===== src/sv/ftm_pkg.sv =====
// Package for the fork-and-token mutual exclusion node.
// Holds the field widths, code names and the item structs that the channel
// interfaces and the core share. No dependencies.
package ftm_pkg;

  localparam int MaxNodes  = 15;
  localparam int NumSlots  = MaxNodes + 1;
  localparam int NodeIdxW  = $clog2(NumSlots);
  localparam int IdW       = 4;
  localparam int StampW    = 16;
  localparam int CfgIdxW   = 1;
  localparam int CfgDataW  = 4;

  // Step modes of an input item
  localparam logic [1:0] ModeWant    = 2'd0;
  localparam logic [1:0] ModeRelease = 2'd1;
  localparam logic [1:0] ModeMsg     = 2'd2;

  // Kind of a received message
  localparam logic MsgRequest = 1'b0;
  localparam logic MsgReply   = 1'b1;

  // Kind of a result item
  localparam logic [1:0] SendNone    = 2'd0;
  localparam logic [1:0] SendRequest = 2'd1;
  localparam logic [1:0] SendFork    = 2'd2;
  localparam logic [1:0] SendGrant   = 2'd3;

  // Configuration register indexes
  localparam logic [CfgIdxW-1:0] CfgOwnId     = 1'd0;
  localparam logic [CfgIdxW-1:0] CfgNodeCount = 1'd1;

  typedef struct packed {
    logic [1:0]     mode;
    logic           msg_kind;
    logic [IdW-1:0] sender;
  } in_item_t;

  typedef struct packed {
    logic [1:0]        send_kind;
    logic [IdW-1:0]    dest;
    logic [StampW-1:0] stamp;
    logic              last;
  } out_item_t;

  typedef struct packed {
    logic [CfgIdxW-1:0]  idx;
    logic [CfgDataW-1:0] wdata;
  } cfg_wr_t;

endpackage


===== src/sv/ftm_if.sv =====
// Valid/ready channel interfaces of the mutual exclusion node.
// Payload types come from ftm_pkg.
interface ftm_in_if;
  import ftm_pkg::*;
  logic     valid;
  logic     ready;
  in_item_t data;
  modport source (output valid, output data, input ready);
  modport sink (input valid, input data, output ready);
endinterface

interface ftm_out_if;
  import ftm_pkg::*;
  logic      valid;
  logic      ready;
  out_item_t data;
  modport source (output valid, output data, input ready);
  modport sink (input valid, input data, output ready);
endinterface

interface ftm_cfg_if;
  import ftm_pkg::*;
  logic    valid;
  logic    ready;
  cfg_wr_t data;
  modport source (output valid, output data, input ready);
  modport sink (input valid, input data, output ready);
endinterface


===== src/sv/fork_token_mutex_node_core.sv =====
// Core of one node of fork-and-token distributed mutual exclusion.
// Depends on ftm_pkg and the channel interfaces in ftm_if.sv.
//
// The node takes one item at a time on in_i and answers with one or more
// result items on out_o, the final one marked by last. A release item, a
// message that arrives while the node is not waiting, or an item that is
// ignored (bad sender, unused mode) goes straight to the finishing step. A
// want item, or a message that arrives while waiting, runs an evaluation
// pass: a sequencer walks the peer slots 1 to 15 once to hand over dirty
// tokened forks, checks the grant condition, then, unless it grants, walks
// the slots again to send request tokens. The single peer-scan index serves
// both walks; a stalled output holds the walks once a result is waiting.
// Results are staged in a one-deep holding register so that the last flag
// can be set on the final one; the output register lets the next item be
// accepted while the final result is still waiting to be taken.
// Configuration writes are always taken; a write of own_id reloads the
// per-peer fork and token bits to their initial pattern for the new id.
module fork_token_mutex_node_core
  import ftm_pkg::*;
(
  input  logic       clk_i,
  input  logic       rst_ni,
  ftm_cfg_if.sink    cfg_i,
  ftm_in_if.sink     in_i,
  ftm_out_if.source  out_o
);

  typedef enum logic [4:0] {
    StIdle   = 5'b00001,
    StGive   = 5'b00010,
    StCheck  = 5'b00100,
    StReq    = 5'b01000,
    StFinish = 5'b10000
  } state_e;

  localparam logic [NodeIdxW-1:0] LastSlot = NodeIdxW'(MaxNodes);

  state_e                state_q, state_d;
  logic [NodeIdxW-1:0]   k_q, k_d;
  logic [NumSlots-1:0]   held_q, held_d;
  logic [NumSlots-1:0]   clean_q, clean_d;
  logic [NumSlots-1:0]   token_q, token_d;
  logic                  waiting_q, waiting_d;
  logic [StampW-1:0]     clock_q, clock_d;
  logic [StampW-1:0]     req_stamp_q, req_stamp_d;
  logic [IdW-1:0]        own_id_q, own_id_d;
  logic [IdW-1:0]        node_count_q, node_count_d;
  logic                  pend_v_q, pend_v_d;
  out_item_t             pend_q, pend_d;
  logic                  out_v_q, out_v_d;
  out_item_t             out_q, out_d;

  logic [NumSlots-1:0]   peer;
  logic                  all_ok;
  logic                  out_free;
  logic                  emit_en;
  out_item_t             emit_item;
  logic [StampW-1:0]     clock_inc;
  logic [IdW-1:0]        snd;
  logic                  snd_ok;

  // Initial fork pattern: held for every lower id
  function automatic logic [NumSlots-1:0] init_held(input logic [IdW-1:0] id);
    logic [NumSlots-1:0] v;
    for (int j = 0; j < NumSlots; j++) begin
      v[j] = (j >= 1) && (IdW'(j) < id);
    end
    return v;
  endfunction

  // Initial token pattern: held for every higher id
  function automatic logic [NumSlots-1:0] init_token(input logic [IdW-1:0] id);
    logic [NumSlots-1:0] v;
    for (int j = 0; j < NumSlots; j++) begin
      v[j] = (IdW'(j) > id);
    end
    return v;
  endfunction

  // Active peers: ids 1..node_count other than our own
  always_comb begin
    for (int j = 0; j < NumSlots; j++) begin
      peer[j] = (j >= 1) && (IdW'(j) <= node_count_q) && (IdW'(j) != own_id_q);
    end
  end

  // Grant holds when every peer fork is held and either clean or untokened
  assign all_ok = &(~peer | (held_q & (clean_q | ~token_q)));

  assign out_free  = !out_v_q || out_o.ready;
  assign clock_inc = clock_q + StampW'(1);
  assign snd       = in_i.data.sender;
  assign snd_ok    = (snd != '0) && (snd != own_id_q) && (snd <= node_count_q);

  always_comb begin
    state_d      = state_q;
    k_d          = k_q;
    held_d       = held_q;
    clean_d      = clean_q;
    token_d      = token_q;
    waiting_d    = waiting_q;
    clock_d      = clock_q;
    req_stamp_d  = req_stamp_q;
    own_id_d     = own_id_q;
    node_count_d = node_count_q;
    pend_v_d     = pend_v_q;
    pend_d       = pend_q;
    out_v_d      = out_v_q;
    out_d        = out_q;
    emit_en      = 1'b0;
    emit_item    = '0;

    // Drop the output item once taken
    if (out_v_q && out_o.ready) begin
      out_v_d = 1'b0;
    end

    unique case (state_q)
      StIdle: begin
        if (in_i.valid) begin
          k_d     = NodeIdxW'(1);
          state_d = StFinish;
          case (in_i.data.mode)
            ModeWant: begin
              clock_d     = clock_inc;
              req_stamp_d = clock_inc;
              waiting_d   = 1'b1;
              state_d     = StGive;
            end
            ModeRelease: begin
              clean_d = '0;
            end
            ModeMsg: begin
              if (snd_ok) begin
                if (in_i.data.msg_kind == MsgRequest) begin
                  token_d[snd] = 1'b1;
                  if (!clean_q[snd] && waiting_q) begin
                    held_d[snd] = 1'b0;
                    clock_d     = clock_inc;
                    emit_en     = 1'b1;
                    emit_item   = '{send_kind: SendFork, dest: snd,
                                    stamp: clock_inc, last: 1'b0};
                  end
                end else begin
                  held_d[snd]  = 1'b1;
                  clean_d[snd] = 1'b1;
                end
                if (waiting_q) begin
                  state_d = StGive;
                end
              end
            end
            default: ;
          endcase
        end
      end

      StGive: begin
        // Hand over each dirty fork whose token we hold
        if (out_free) begin
          if (peer[k_q] && !clean_q[k_q] && token_q[k_q] && held_q[k_q]) begin
            held_d[k_q] = 1'b0;
            clock_d     = clock_inc;
            emit_en     = 1'b1;
            emit_item   = '{send_kind: SendFork, dest: IdW'(k_q),
                            stamp: clock_inc, last: 1'b0};
          end
          if (k_q == LastSlot) begin
            state_d = StCheck;
          end else begin
            k_d = k_q + NodeIdxW'(1);
          end
        end
      end

      StCheck: begin
        if (out_free) begin
          k_d = NodeIdxW'(1);
          if (all_ok) begin
            waiting_d = 1'b0;
            emit_en   = 1'b1;
            emit_item = '{send_kind: SendGrant, dest: '0,
                          stamp: clock_q, last: 1'b0};
            state_d   = StFinish;
          end else begin
            state_d = StReq;
          end
        end
      end

      StReq: begin
        // Send the request token for every missing fork
        if (out_free) begin
          if (peer[k_q] && token_q[k_q] && !held_q[k_q]) begin
            token_d[k_q] = 1'b0;
            emit_en      = 1'b1;
            emit_item    = '{send_kind: SendRequest, dest: IdW'(k_q),
                             stamp: req_stamp_q, last: 1'b0};
          end
          if (k_q == LastSlot) begin
            state_d = StFinish;
          end else begin
            k_d = k_q + NodeIdxW'(1);
          end
        end
      end

      StFinish: begin
        // Flush the held result as the final one, or an empty result
        if (out_free) begin
          out_v_d    = 1'b1;
          out_d      = pend_v_q ? pend_q : '0;
          out_d.last = 1'b1;
          pend_v_d   = 1'b0;
          state_d    = StIdle;
        end
      end

      default: begin
        state_d = StIdle;
      end
    endcase

    // Advance the holding stage: the older result moves to the output
    if (emit_en) begin
      if (pend_v_q) begin
        out_v_d    = 1'b1;
        out_d      = pend_q;
        out_d.last = 1'b0;
      end
      pend_d   = emit_item;
      pend_v_d = 1'b1;
    end

    if (cfg_i.valid) begin
      unique case (cfg_i.data.idx)
        CfgOwnId: begin
          own_id_d = cfg_i.data.wdata;
          held_d   = init_held(cfg_i.data.wdata);
          clean_d  = '0;
          token_d  = init_token(cfg_i.data.wdata);
        end
        CfgNodeCount: begin
          node_count_d = cfg_i.data.wdata;
        end
        default: ;
      endcase
    end
  end

  always_ff @(posedge clk_i or negedge rst_ni) begin
    if (!rst_ni) begin
      state_q      <= StIdle;
      k_q          <= NodeIdxW'(1);
      held_q       <= init_held(IdW'(1));
      clean_q      <= '0;
      token_q      <= init_token(IdW'(1));
      waiting_q    <= 1'b0;
      clock_q      <= '0;
      req_stamp_q  <= '0;
      own_id_q     <= IdW'(1);
      node_count_q <= IdW'(2);
      pend_v_q     <= 1'b0;
      out_v_q      <= 1'b0;
    end else begin
      state_q      <= state_d;
      k_q          <= k_d;
      held_q       <= held_d;
      clean_q      <= clean_d;
      token_q      <= token_d;
      waiting_q    <= waiting_d;
      clock_q      <= clock_d;
      req_stamp_q  <= req_stamp_d;
      own_id_q     <= own_id_d;
      node_count_q <= node_count_d;
      pend_v_q     <= pend_v_d;
      out_v_q      <= out_v_d;
    end
  end

  always_ff @(posedge clk_i) begin
    pend_q <= pend_d;
    out_q  <= out_d;
  end

  assign in_i.ready  = (state_q == StIdle);
  assign cfg_i.ready = 1'b1;
  assign out_o.valid = out_v_q;
  assign out_o.data  = out_q;

endmodule


===== src/flat_wrapper.sv =====
// flat-port wrapper written by rule: the top's interface ports become plain ports
module fork_token_mutex_node_core_flat import ftm_pkg::*;
  (clk_i, rst_ni, cfg_i_valid, cfg_i_data, cfg_i_ready, in_i_valid, in_i_data, in_i_ready, out_o_valid, out_o_data, out_o_ready);
  ftm_cfg_if cfg_i_i ();
  ftm_in_if in_i_i ();
  ftm_out_if out_o_i ();
  input  logic clk_i;
  input  logic rst_ni;
  input wire logic [$bits(cfg_i_i.valid)-1:0] cfg_i_valid;
  input wire logic [$bits(cfg_i_i.data)-1:0] cfg_i_data;
  output wire logic [$bits(cfg_i_i.ready)-1:0] cfg_i_ready;
  input wire logic [$bits(in_i_i.valid)-1:0] in_i_valid;
  input wire logic [$bits(in_i_i.data)-1:0] in_i_data;
  output wire logic [$bits(in_i_i.ready)-1:0] in_i_ready;
  output wire logic [$bits(out_o_i.valid)-1:0] out_o_valid;
  output wire logic [$bits(out_o_i.data)-1:0] out_o_data;
  input wire logic [$bits(out_o_i.ready)-1:0] out_o_ready;
  assign cfg_i_i.valid = cfg_i_valid;
  assign cfg_i_i.data = cfg_i_data;
  assign cfg_i_ready = cfg_i_i.ready;
  assign in_i_i.valid = in_i_valid;
  assign in_i_i.data = in_i_data;
  assign in_i_ready = in_i_i.ready;
  assign out_o_valid = out_o_i.valid;
  assign out_o_data = out_o_i.data;
  assign out_o_i.ready = out_o_ready;
  fork_token_mutex_node_core u_core (.clk_i(clk_i), .rst_ni(rst_ni), .cfg_i(cfg_i_i), .in_i(in_i_i), .out_o(out_o_i));
endmodule

===== config.mk =====
export PLATFORM = sky130hd
export DESIGN_NAME = fork_token_mutex_node_core_flat
export DESIGN_NICKNAME = d
export VERILOG_FILES = /design/src/sv/ftm_pkg.sv /design/src/sv/ftm_if.sv /design/src/sv/fork_token_mutex_node_core.sv /design/src/flat_wrapper.sv
export SDC_FILE = /design/constraint.sdc
export NUM_CORES = 1
export LEC_CHECK = 0
export BUFFER_PORTS_ARGS = -buffer_cell sky130_fd_sc_hd__buf_2
export CAP_MARGIN = 15
export CORE_AREA = 5 5 131 133
export DETAILED_ROUTE_END_ITERATION = 7
export DIE_AREA = 0 0 136 138
export GPL_ROUTABILITY_DRIVEN = 0
export GPL_TIMING_DRIVEN = 0
export PLACE_DENSITY_LB_ADDON = 0.25
export SYNTH_ARGS = -nofsm -noshare
export SYNTH_HDL_FRONTEND = slang
export SYNTH_SLANG_ARGS = --single-unit

===== constraint.sdc =====
create_clock -name clk_i -period 4.25 [get_ports clk_i]
set_input_delay 0.425 -clock clk_i [delete_from_list [all_inputs] [get_ports clk_i]]
set_output_delay 0.425 -clock clk_i [all_outputs]
set_load 0.01 [all_outputs]

==> results by group <==
Pwr
  – Pleak: 3.96 nW
  – P per Cell Area: 527 mW/mm^2
  – Worst vdd ir: 347 uV
  – Total Power: 5.10 mW

Drt
  – DR vias: 8,076
  – 1st-iter DRT viols: 1,437
  – WL final: about 27 mm
  – Vias/cell: about 6.7
  – DRC viols: 0
  – Routed len/inst: around 23 um
  – DRT antenna net count: 0
  – Drt first pass iters: 8

GRT
  – Antenna violations before repair: 0
  – Gr usage total: 28.6%
  – Global-route wire length before repair: 42.1 mm
  – GRT Residual Overflow: 0
  – Largest net degree at the start of global routing: between 60 and 70
  – Number of global-route vias before repair: 7,600

CTS
  – Post-CTS Setup Inserts: 0
  – Clock-pin transition on the worst setup and hold timing paths: 0.07 ns
  – Clock buffer depth: 2
  – Clk Latency, worst-skew pair: 0.43 ns
  – CTS Root Cell: clkbuf_16
  – Clk sink count: 145
  – CTS tree: yes
  – Inserted Clock Buffers: 17
  – H-tree Lvls: 4

Placement
  – DP Area: 0.00902 sq mm
  – Port bufs: 39
  – Detail Placement HPWL: between 15 and 20 mm
  – # placed instances: 1,170

Timing
  – Tmin final: 4.09 ns
  – Final setup fails: 0
  – Fmax: around 0.24 GHz
  – Worst Max-Slew Pin Slew: 0.897 ns
  – WHS: 0.328 ns
  – Clock skew: 0.00795 ns
  – Final period util: 96.2%
  – Slew Viols, Final: 0
  – Relative max-transition margin: 39.7%
  – RSZ-0062 raised after global routing: no
  – Final hold violations: 0

Setup path
  – FF-to-FF End: u_core.out_o.data[19]
  – Worst Path Required: 4.57 ns
  – R2R setup slack: 0.16 ns
  – Critical Path AT: 4.41 ns
  – Setup crit end kind: register
  – Worst R2R Start: u_core.k_q[0]
  – CP startpoint kind: register
  – R2R depth: 11
  – CP max FO: 13
  – Setup CP Type: reg -> reg

Hold path
  – Hold Startpoint: cfg_i_data[3]
  – Worst hold path class: in -> reg
  – Hold depth: 4
  – Hold path endpoint: u_core.token_q[6]

Yosys
  – Synth Area in Compound Gates: 24.0%
  – Top-count cell post-synth: nand2_1
  – Synthesis Warnings: 0
  – Yosys cell types: between 80 and 90
  – Mapped cell area: between 0.008 and 0.009 sq mm
  – Post-synth EDFFs: 22
  – Post-synthesis area per instance: 9.33 sq um
  – Post-synth top cells: nand2_1, dfrtp_1, nor2_1, o21ai_0, a21oi_1
  – Synth Area in XOR/XNOR: 3.60%
  – Top cell type's share of synthesized area: around a quarter
  – Mux cell area share after synthesis: between 5 and 6%
  – Post-synthesis sequential area ratio: 42.8%
  – Main area contributors after synthesis: dfrtp_1, edfxtp_1, dfstp_2
  – Post-synth ARST share: between 60% and 70%
  – Synthesized instance count: about 910
  – Syn nets: 942
  – Synth Flop Type: dfrtp_1
  – Main combinational cell family by area after synthesis: compound AO/OA/AOI/OAI gates
  – Synth Area in Adders: 1.61%
  – Synthesized flop and latch total: 145
  – Leading area contributor after synthesis: dfrtp_1
  – Simple-Gate Fraction of Synth Area: 17.7%

Floorplanning
  – Die Span Y: 138 um
  – Core area: 0.0157 sq mm
  – I/O pin count: 43
  – Die area: 0.0188 sq mm
  – Starting Density: a little over half
  – Num rows: 46
  – Die W: 136 um

Status
  – Status: complete, no violations

Layout
  – FILL cells: 1,359
  – Nets: 1,003
  – Share of cells above drive strength 1: 15.8%
  – N_diodes: 0
  – Layout area overhead: 13.4%
  – Final Instance Area: a little under 0.01 sq mm
  – Fin cells: 1,204

Run
  – Max-Cap Viols: 0
-- power by group --
part           switching [mW]  internal, mW  total (mW)
Sequential              0.255          1.68        1.94
Clock                   0.686         0.847        1.53
Combinational            1.02         0.604        1.63
Total                    1.96          3.13        5.10
-- logic make-up (layout without fill, tap and decap cells) --
logic type      after synthesis  count (layout)
fa+ha+maj                    11              11
flops                       145             145
buf+inv                     101             174
xor+xnor                     35              35
compound gates              289             290
mux                          22              22
other cells                   1               1
simple gates                310             310
-- worst max-delay path, stage by stage, from the launching register on --
cell,delay [ns]
dfstp_2,0.66
buf_4,0.26
buf_2,0.29
mux4_2,0.36
a22oi_1,0.30
o2111ai_1,0.26
nor4_4,0.40
o31ai_1,0.30
o21ai_4,0.49
nand2_2,0.17
buf_2,0.22
a32o_1,0.28
-- layer usage --
layer	share of wire (%)	wire length (um)	vias to the layer above	track usage, %
met5	0	0	-	0
met2	41	11000	584	38.7
li1	-	-	3509	-
met4	5.4	1450	0	13.2
met3	15	3950	159	10.8
met1	39	10700	3824	40.4
-- repair_timing --
action,in CTS,in global routing
hold buffers,1,0
setup endpoints to repair,24,24
gates resized for setup,1,2
pin swaps,0,1
cloned,0,1
hold endpoints to repair,24,0
-- metrics by stage --
step	setup WS (ns)	setup TNS, ns	util [%]
floorplan	0.704	0	-
global placement	-0.217	-4.08	57.2
detailed placement	-0.215	-3.84	57.4
CTS	0.00448	0	61.4
global route	0.0399	0	61.5
finish	0.162	0	61.5
-- layout make-up --
type | count | area (sq um) | share of cell area (%)
Timing Repair Buffer | 41 | 235 | 2.43
Clock buffer | 17 | 425 | 4.40
Inverter | 33 | 124 | 1.28
Sequential cell | 145 | 3650 | 37.7
Multi-Input combinational cell | 669 | 4460 | 46.1
Clock inverter | 15 | 186 | 1.93
Tap cell | 216 | 270 | 2.79
Buffer | 68 | 327 | 3.38
-- worst max path at each step --
stage,cells past startpoint,end,startpoint
6_report,11,u_core.out_o.data[19],u_core.k_q[0]
4_1_cts,11,u_core.out_o.data[19],u_core.k_q[0]
2_1_floorplan,11,u_core.out_o.data[14],u_core.k_q[0]
3_3_place_gp,11,u_core.out_o.data[11],u_core.k_q[0]
3_5_place_dp,11,u_core.out_o.data[19],u_core.k_q[0]
5_1_grt,11,u_core.out_o.data[19],u_core.k_q[0]
-- sequential cells by signal, indices dropped and copies added (netlist names), 4 cells and up --
signal / flops
u_core.own_id_q: 4
u_core.held_q: 16
u_core.pend_q: 22
u_core.token_q: 16
u_core.out_o.data: 23
u_core.clock_q: 16
u_core.node_count_q: 4
u_core.clean_q: 16
u_core.state_q: 5
u_core.req_stamp_q: 16
u_core.k_q: 4
-- cell usage in the layout (no fill, tap or decap), types with 22 or more instances in the layout --
cell type  count
a21oi_1       56
a32o_1        26
buf_2         56
clkbuf_1      40
dfrtp_1       82
dfxtp_1       23
edfxtp_1      22
inv_1         31
nand2_1       98
nand3_1       26
nor2_1        75
o21ai_0       64
xnor2_1       29
Power figures use the tool's default switching activity.
